===== src/design/fra_pkg.sv =====
// fra_pkg: shared types for the fraction add and reduce block
// beat payload structs and the divider request/response structs
// no dependencies
`default_nettype none

package fra_pkg;

  localparam int unsigned InW   = 32;
  localparam int unsigned WideW = 64;

  // one input beat: two signed fractions
  typedef struct packed {
    logic signed [InW-1:0] num_a;
    logic signed [InW-1:0] den_a;
    logic signed [InW-1:0] num_b;
    logic signed [InW-1:0] den_b;
  } in_t;

  // one result beat: reduced sum and error flag
  typedef struct packed {
    logic signed [WideW-1:0] sum_num;
    logic [WideW-2:0]        sum_den;
    logic                    zero_gcd_error;
  } out_t;

  // request to the shared divider
  typedef struct packed {
    logic             start;
    logic [WideW-1:0] dividend;
    logic [WideW-1:0] divisor;
  } div_req_t;

  // response from the shared divider
  typedef struct packed {
    logic             busy;
    logic             done;
    logic [WideW-1:0] quotient;
    logic [WideW-1:0] remainder;
  } div_rsp_t;

endpackage

`default_nettype wire


===== src/design/fra_div.sv =====
// fra_div: 64-bit unsigned restoring divider, one quotient bit per cycle
// gives quotient and remainder; depends on fra_pkg
`default_nettype none

module fra_div (
  input  wire logic              clk_i,
  input  wire logic              rst_ni,
  input  wire fra_pkg::div_req_t req_i,
  output fra_pkg::div_rsp_t      rsp_o
);

  localparam int unsigned W  = fra_pkg::WideW;
  localparam int unsigned CW = $clog2(W);

  logic          busy_q, busy_d;
  logic          done_q, done_d;
  logic [CW-1:0] cnt_q, cnt_d;
  logic [W-1:0]  rem_q, rem_d;
  logic [W-1:0]  quo_q, quo_d;
  logic [W-1:0]  dvs_q, dvs_d;

  logic [W:0]    shifted;
  logic [W+1:0]  diff;

  // partial remainder shift and trial subtract
  assign shifted = {rem_q, quo_q[W-1]};
  assign diff    = {1'b0, shifted} - {2'b00, dvs_q};

  // iteration control
  always_comb begin
    busy_d = busy_q;
    done_d = 1'b0;
    cnt_d  = cnt_q;
    rem_d  = rem_q;
    quo_d  = quo_q;
    dvs_d  = dvs_q;
    if (busy_q) begin
      if (!diff[W+1]) begin
        rem_d = diff[W-1:0];
        quo_d = {quo_q[W-2:0], 1'b1};
      end else begin
        rem_d = shifted[W-1:0];
        quo_d = {quo_q[W-2:0], 1'b0};
      end
      cnt_d = cnt_q + CW'(1);
      if (cnt_q == CW'(W - 1)) begin
        busy_d = 1'b0;
        done_d = 1'b1;
      end
    end else if (req_i.start) begin
      busy_d = 1'b1;
      cnt_d  = '0;
      rem_d  = '0;
      quo_d  = req_i.dividend;
      dvs_d  = req_i.divisor;
    end
  end

  // control registers
  always_ff @(posedge clk_i or negedge rst_ni) begin
    if (!rst_ni) begin
      busy_q <= 1'b0;
      done_q <= 1'b0;
      cnt_q  <= '0;
    end else begin
      busy_q <= busy_d;
      done_q <= done_d;
      cnt_q  <= cnt_d;
    end
  end

  // datapath registers
  always_ff @(posedge clk_i) begin
    rem_q <= rem_d;
    quo_q <= quo_d;
    dvs_q <= dvs_d;
  end

  assign rsp_o.busy      = busy_q;
  assign rsp_o.done      = done_q;
  assign rsp_o.quotient  = quo_q;
  assign rsp_o.remainder = rem_q;

  // done is a single-cycle pulse
  a_done_pulse: assert property (@(posedge clk_i) disable iff (!rst_ni)
    done_q |=> !done_q)
    else $error("divider done held longer than one cycle");

  // done follows the last iteration
  a_done_after_busy: assert property (@(posedge clk_i) disable iff (!rst_ni)
    done_q |-> !busy_q && $past(busy_q))
    else $error("divider done without a finished run");

  // remainder stays below the divisor while running
  a_rem_below: assert property (@(posedge clk_i) disable iff (!rst_ni)
    busy_q && cnt_q != '0 |-> rem_q < dvs_q)
    else $error("divider partial remainder out of range");

endmodule

`default_nettype wire


===== src/design/fraction_add_reduce.sv =====
// fraction_add_reduce: a/b + c/d reduced by gcd, one shared divider for all steps
// k Euclid steps (k at most about 92) come before the two reductions; a zero gcd ends
// the beat without them; each divide is 64 bit-steps on the shared divider in fra_div
// one beat at a time: busy is high from accept until the result strobe cycle, and a
// new beat can be taken in that cycle; results cannot be stalled by the receiver
// reset clears the sequencer and strobes; no beat in flight; depends on fra_pkg, fra_div
`default_nettype none

module fraction_add_reduce (
  input  wire logic         clk_i,
  input  wire logic         rst_ni,
  input  wire logic         start,
  output logic              busy,
  input  wire fra_pkg::in_t in_i,
  output logic              done_o,
  output fra_pkg::out_t     out_o
);

  localparam int unsigned W  = fra_pkg::WideW;
  localparam int unsigned IW = fra_pkg::InW;

  localparam logic [3:0] ST_IDLE  = 4'd0;
  localparam logic [3:0] ST_MUL1  = 4'd1;
  localparam logic [3:0] ST_MUL2  = 4'd2;
  localparam logic [3:0] ST_MUL3  = 4'd3;
  localparam logic [3:0] ST_SUM   = 4'd4;
  localparam logic [3:0] ST_GCD   = 4'd5;
  localparam logic [3:0] ST_GWAIT = 4'd6;
  localparam logic [3:0] ST_DIVN  = 4'd7;
  localparam logic [3:0] ST_NWAIT = 4'd8;
  localparam logic [3:0] ST_DIVD  = 4'd9;
  localparam logic [3:0] ST_DWAIT = 4'd10;

  function automatic logic [IW-1:0] mag32(input logic signed [IW-1:0] x);
    logic [IW-1:0] m;
    m = x[IW-1] ? IW'(-x) : IW'(x);
    return m;
  endfunction

  logic [3:0]    state_q, state_d;
  logic          done_q, done_d;
  logic [IW-1:0] mna_q, mna_d, mda_q, mda_d, mnb_q, mnb_d, mdb_q, mdb_d;
  logic          sna_q, sna_d, sda_q, sda_d, snb_q, snb_d, sdb_q, sdb_d;
  logic [W-1:0]  m1_q, m1_d, m2_q, m2_d;
  logic [W-1:0]  nmag_q, nmag_d, dmag_q, dmag_d;
  logic [W-1:0]  x_q, x_d, y_q, y_d;
  logic [W-1:0]  rn_q, rn_d;
  logic          nneg_q, nneg_d, dneg_q, dneg_d;
  fra_pkg::out_t out_q, out_d;

  logic [IW-1:0] mul_a, mul_b;
  logic [W-1:0]  prod;
  logic          s1, s2, neg;
  logic [W-1:0]  nsum;
  logic          nsgn;

  fra_pkg::div_req_t div_req;
  fra_pkg::div_rsp_t div_rsp;

  fra_div u_div (
    .clk_i  (clk_i),
    .rst_ni (rst_ni),
    .req_i  (div_req),
    .rsp_o  (div_rsp)
  );

  // shared 32x32 multiplier operand select
  always_comb begin
    unique case (state_q)
      ST_MUL1: begin mul_a = mna_q; mul_b = mdb_q; end
      ST_MUL2: begin mul_a = mnb_q; mul_b = mda_q; end
      default: begin mul_a = mda_q; mul_b = mdb_q; end
    endcase
  end
  assign prod = W'(mul_a) * W'(mul_b);

  // signed add of the cross products in sign-magnitude form
  always_comb begin
    s1 = (sna_q ^ sdb_q) && (m1_q != '0);
    s2 = (snb_q ^ sda_q) && (m2_q != '0);
    if (s1 == s2) begin
      nsum = m1_q + m2_q;
      nsgn = s1;
    end else if (m1_q >= m2_q) begin
      nsum = m1_q - m2_q;
      nsgn = s1;
    end else begin
      nsum = m2_q - m1_q;
      nsgn = s2;
    end
  end

  // divider request: Euclid remainder, then the two reductions by the gcd
  always_comb begin
    div_req.start    = ((state_q == ST_GCD) && (y_q != '0)) ||
                       (state_q == ST_DIVN) || (state_q == ST_DIVD);
    div_req.dividend = (state_q == ST_DIVN) ? nmag_q :
                       (state_q == ST_DIVD) ? dmag_q : x_q;
    div_req.divisor  = (state_q == ST_GCD) ? y_q : x_q;
  end

  // final sign of the reduced numerator
  assign neg = (nneg_q ^ dneg_q) && (rn_q != '0) && (dmag_q != '0);

  // sequencer
  always_comb begin
    state_d = state_q;
    done_d  = 1'b0;
    mna_d = mna_q; mda_d = mda_q; mnb_d = mnb_q; mdb_d = mdb_q;
    sna_d = sna_q; sda_d = sda_q; snb_d = snb_q; sdb_d = sdb_q;
    m1_d = m1_q; m2_d = m2_q; nmag_d = nmag_q; dmag_d = dmag_q;
    x_d = x_q; y_d = y_q; rn_d = rn_q;
    nneg_d = nneg_q; dneg_d = dneg_q;
    out_d = out_q;
    unique case (state_q)
      ST_IDLE: begin
        if (start) begin
          mna_d = mag32(in_i.num_a); sna_d = in_i.num_a[IW-1];
          mda_d = mag32(in_i.den_a); sda_d = in_i.den_a[IW-1];
          mnb_d = mag32(in_i.num_b); snb_d = in_i.num_b[IW-1];
          mdb_d = mag32(in_i.den_b); sdb_d = in_i.den_b[IW-1];
          state_d = ST_MUL1;
        end
      end
      ST_MUL1: begin
        m1_d = prod;
        state_d = ST_MUL2;
      end
      ST_MUL2: begin
        m2_d = prod;
        state_d = ST_MUL3;
      end
      ST_MUL3: begin
        dmag_d = prod;
        state_d = ST_SUM;
      end
      ST_SUM: begin
        nmag_d = nsum;
        nneg_d = nsgn;
        dneg_d = sda_q ^ sdb_q;
        x_d = nsum;
        y_d = dmag_q;
        state_d = ST_GCD;
      end
      ST_GCD: begin
        // y zero: gcd sits in x
        if (y_q != '0) begin
          state_d = ST_GWAIT;
        end else if (x_q == '0) begin
          out_d.sum_num        = '0;
          out_d.sum_den        = '0;
          out_d.zero_gcd_error = 1'b1;
          done_d  = 1'b1;
          state_d = ST_IDLE;
        end else begin
          state_d = ST_DIVN;
        end
      end
      ST_GWAIT: begin
        if (div_rsp.done) begin
          x_d = y_q;
          y_d = div_rsp.remainder;
          state_d = ST_GCD;
        end
      end
      ST_DIVN: begin
        state_d = ST_NWAIT;
      end
      ST_NWAIT: begin
        if (div_rsp.done) begin
          rn_d = div_rsp.quotient;
          state_d = ST_DIVD;
        end
      end
      ST_DIVD: begin
        state_d = ST_DWAIT;
      end
      ST_DWAIT: begin
        if (div_rsp.done) begin
          out_d.sum_num        = neg ? -$signed(rn_q) : $signed(rn_q);
          out_d.sum_den        = div_rsp.quotient[W-2:0];
          out_d.zero_gcd_error = 1'b0;
          done_d  = 1'b1;
          state_d = ST_IDLE;
        end
      end
      default: begin
        state_d = ST_IDLE;
      end
    endcase
  end

  // control registers
  always_ff @(posedge clk_i or negedge rst_ni) begin
    if (!rst_ni) begin
      state_q <= ST_IDLE;
      done_q  <= 1'b0;
    end else begin
      state_q <= state_d;
      done_q  <= done_d;
    end
  end

  // datapath registers
  always_ff @(posedge clk_i) begin
    mna_q <= mna_d; mda_q <= mda_d; mnb_q <= mnb_d; mdb_q <= mdb_d;
    sna_q <= sna_d; sda_q <= sda_d; snb_q <= snb_d; sdb_q <= sdb_d;
    m1_q <= m1_d; m2_q <= m2_d; nmag_q <= nmag_d; dmag_q <= dmag_d;
    x_q <= x_d; y_q <= y_d; rn_q <= rn_d;
    nneg_q <= nneg_d; dneg_q <= dneg_d;
    out_q <= out_d;
  end

  assign busy   = (state_q != ST_IDLE);
  assign done_o = done_q;
  assign out_o  = out_q;

  // an accepted beat keeps the block busy
  a_accept_busy: assert property (@(posedge clk_i) disable iff (!rst_ni)
    start && !busy |=> busy)
    else $error("accepted beat did not start the sequencer");

  // the result strobe frees the block
  a_done_idle: assert property (@(posedge clk_i) disable iff (!rst_ni)
    done_o |-> !busy && $past(busy))
    else $error("result strobe while busy or without a beat");

  // error results are 0/0
  a_err_zero: assert property (@(posedge clk_i) disable iff (!rst_ni)
    done_o && out_o.zero_gcd_error |-> out_o.sum_num == '0 && out_o.sum_den == '0)
    else $error("zero gcd result not 0/0");

  // divider is only started when it is free
  a_div_free: assert property (@(posedge clk_i) disable iff (!rst_ni)
    div_req.start |-> !div_rsp.busy)
    else $error("divider started while running");

endmodule

`default_nettype wire

===== config.mk =====
export PLATFORM = sky130hd
export DESIGN_NAME = fraction_add_reduce
export DESIGN_NICKNAME = d
export VERILOG_FILES = /design/src/design/fra_pkg.sv /design/src/design/fra_div.sv /design/src/design/fraction_add_reduce.sv
export SDC_FILE = /design/constraint.sdc
export NUM_CORES = 2
export LEC_CHECK = 0
export ABC_AREA = 1
export BUFFER_PORTS_ARGS = -buffer_cell sky130_fd_sc_hd__buf_4
export CORE_AREA = 2 2 490 492
export DETAILED_ROUTE_END_ITERATION = 12
export DIE_AREA = 0 0 492 494
export HOLD_SLACK_MARGIN = 0.12
export PLACE_DENSITY = 0.59
export SLEW_MARGIN = 15
export SYNTH_ARGS = -nofsm -noshare
export SYNTH_HDL_FRONTEND = slang
export SYNTH_SLANG_ARGS = --single-unit

===== constraint.sdc =====
create_clock -name clk_i -period 11.2 [get_ports clk_i]
set_clock_uncertainty 0.2 [all_clocks]
set_input_delay 2.24 -clock clk_i [delete_from_list [all_inputs] [get_ports clk_i]]
set_output_delay 2.24 -clock clk_i [all_outputs]
set_load 0.005 [all_outputs]

==> results.yml <==
outcome:
  outcome: "completed"
logic_synthesis:
  synth_ff_type: "edfxtp_1"
  synth_top_area_frac: 0.2857
  syn_area_per_cell_um2: 7.797
  ys_async_sr_fraction: 0.01421
  ys_seq_elements: 915
  synthCells: 12160
  syn-cell-area_mm2: 0.09481
  synth_cell_types: 62
  yosys_warnings: 0
  synth_edf_count: 902
  yosysTopAreaCell: "edfxtp_1"
  yosys-top-cells-area: "edfxtp_1 29%, fa_1 19%, nand2_1 12%"
  seq_area_frac_synth: 0.2891
  syn_nets: 13710
routing:
  vias_per_cell: 5.265
  wl_per_cell_um: 25.45
  wirelength_um: 396300
  route.detailed.drc: 0
  drt_iter0_drc: 6715
  wl_met3_um: 23310
  antenna_left: 0
  drt_first_pass_iters: 7
  wl_met1_um: 144100
  wl_met2_um: 191500
  num_vias: 81990
  routed.top_layer: "met5"
power:
  max-vdd-ir-drop_mv: 0.1436
  p_per_area_mw_per_mm2: 70.92
  p_leak_nw: 48.52
  finalPower_mw: 7.373
clocking:
  ctsHoldBuffers: 0
  cts_htree_levels: 3
  clkLatencyLatePin_ns: 0.82
  clk_pin_slew_ns: 0.08
  clock-sinks: 915
  cts_root_buf: "clkbuf_16"
  cts_tree: "built"
  cts_resized: 0
  cts_setup_buffers: 0
  cts_max_path_buffers: 3
  cts_buffers: 104
sta:
  max_slew.worst_pin.slew_ns: 1.377
  finalSetupViolations: 0
  clock.fmax_mhz: 91.59
  rsz0062_at_grt: "no"
  fin_ws_ns: 0.2818
  finalCriticalPeriod_ns: 10.92
  period_share: 0.9748
  max-slew-margin-rel: 0.07366
  slew_viol_final: 0
  hold_violations: 0
  setup_tns_ns: 0
flow_run:
  drv_cap: 0
critical_path:
  critPathMaxFanout: 45
  end_kind: "flop"
  critPathRequiredTime_ns: 11.51
  critPathLaunchType: "flop"
  cp.arrival_ns: 11.23
  crit_type: "reg -> reg"
global_routing:
  antenna_found_initial: 13
  grt_overflow: 0
  grt_pass1_wl_um: 568400
  grt_pass1_vias: 83380
  grt_start_max_net_pins: 82
  grtUsageTotal: 0.3234
final_layout:
  fin_area_mm2: 0.1040
  fillers: 24580
  postLayoutCoreUtil: 0.4379
  fin_nets: 13870
  area.growth.synth_to_final_pct: 9.664
  layout-drive-gt1-share: 0.06122
floorplanning:
  die_x_um: 492
  dieArea_mm2: 0.2430
  ioPinCount: 261
  start_util: 0.3993
  die_height_um: 494
  placementRows: 179
  coreArea_mm2: 0.2374
placement:
  dpl.hpwl_um: 334000
  place_area_mm2: 0.1005
  gp_congestion: 1.055
  port_buffers: 260
  place_ws_ns: 0.6204
worst_hold_path:
  hold_path_class: "reg -> reg"
[area by class of cell]
class,count,area (um2),share of cell area
Inverter,2357,8856,0.08518
Clock inverter,62,777.0,0.007473
Multi-Input combinational cell,8505,56990,0.5482
Clock buffer,130,2700,0.02597
Sequential cell,915,27410,0.2637
Tap cell,3167,3963,0.03811
Timing Repair Buffer,428,3251,0.03127
Antenna cell,8,20.02,0.0001926
[flip-flops by register name (all words and copies together), names as in the netlist, 4 cells and up]
register,count
out_o,128
dmag_q,64
m1_q,64
m2_q,64
nmag_q,64
rn_q,64
u_div.dvs_q,64
u_div.quo_q,64
u_div.rem_q,64
x_q,64
y_q,64
mda_q,32
mdb_q,32
mna_q,32
mnb_q,32
u_div.cnt_q,6
state_q,4
[cells in the final DEF (no fill, tap or decap), types with 15 or more instances in the layout]
cell type	netlist	layout
or2_2	20	20
o21a_1	27	27
o21ai_2	18	20
nand2_1	3082	3080
a31oi_1	102	102
clkbuf_16	0	104
xor2_1	231	231
ha_1	523	523
nor4_1	62	61
nand3_1	482	480
o21ai_1	24	27
edfxtp_1	902	902
a21oi_2	6	28
nand4_1	126	126
clkbuf_1	182	26
a21o_1	25	25
buf_4	34	425
inv_2	29	28
nand2_2	26	26
o21bai_1	37	37
nor2_1	1575	1566
a21oi_1	446	423
a21boi_0	16	16
o211ai_1	86	86
a22o_1	32	32
nor3_1	111	111
fa_1	900	900
o21ai_0	369	364
xnor2_1	79	79
inv_1	2311	2309
nor2_2	15	15
clkinv_1	16	31
[worst paths after layout]
path | start | end | slack [ns] | cells past startpoint
hold reg to reg | u_div.quo_q[15]$_DFFE_PP_ | rn_q[15]$_DFFE_PP_ | 0.25 | 0
max in group asynchronous | rst_ni | u_div.done_q$_DFF_PN0_ | 9.43 | 1
setup / recovery | state_q[3]$_DFFE_PN0P_ | m1_q[52]$_DFFE_PN_ | 0.28 | 27
hold / removal | u_div.quo_q[15]$_DFFE_PP_ | rn_q[15]$_DFFE_PP_ | 0.25 | 0
min in group asynchronous | rst_ni | done_o$_DFF_PN0_ | 1.10 | 1
setup reg to reg | state_q[3]$_DFFE_PN0P_ | m1_q[52]$_DFFE_PN_ | 0.28 | 27
[metal layers]
| metal | GRT usage | vias up |
|---|---|---|
| li1 | - | 38190 |
| met5 | 0 | - |
| met1 | 0.3611 | 39480 |
| met4 | 0.2496 | 8 |
| met2 | 0.5611 | 3313 |
| met3 | 0.04120 | 991 |
[critical path, cell delays in order (launching register included)]
cell,delay (ns)
dfrtp_1,0.42
nor2_1,0.18
inv_2,0.11
nor2_4,0.22
inv_2,0.37
buf_4,0.36
o21ai_0,0.65
inv_1,0.62
nor2_1,0.31
fa_1,0.44
fa_1,0.51
inv_1,0.05
fa_1,0.46
fa_1,0.55
inv_1,0.07
fa_1,0.55
fa_1,0.43
fa_1,0.51
fa_1,0.42
ha_1,0.37
nand2_1,0.16
nor2_1,0.44
nand2_1,0.17
nor4_1,1.06
nand3_1,0.19
nand3_1,0.29
a21oi_1,0.13
xnor2_1,0.29
[stage by stage]
| step | cells | hold slack [ns] |
|---|---|---|
| after detailed placement | 15370 | 0.2844 |
| after global routing | 15570 | 0.2590 |
| final | 15570 | 0.2500 |
| after floorplan | 12160 | 0.2443 |
| after CTS | 15560 | 0.2272 |
| after global placement | 15370 | 0.2658 |
[synth_stat cells, types with 86 or more instances]
library cell  count
nor3_1          111
inv_1          2311
xor2_1          231
buf_2           138
o211ai_1         86
o21ai_0         369
ha_1            523
nor2_1         1575
nand2_1        3082
a31oi_1         102
fa_1            900
a21oi_1         446
edfxtp_1        902
nand4_1         126
nand3_1         482
clkbuf_1        182
[where the power goes]
group / switching, mW / internal [mW] / leakage [nW]
combinational: 0.0768 / 0.0632 / 38.6
clock: 1.53 / 1.98 / 1.65
sequential: 0 / 3.72 / 8.32
[cell families after synthesis]
group / after synthesis / share of synthesized area
and+or+nand+nor: 5558 / 0.2374
buffers and inverters: 2739 / 0.1121
adders and majority gates: 1423 / 0.2591
AOI/OAI and AO/OA: 1214 / 0.07368
DFF: 915 / 0.2891
xor gates and xnor gates: 310 / 0.02864
(Power assumes the default switching activity.)
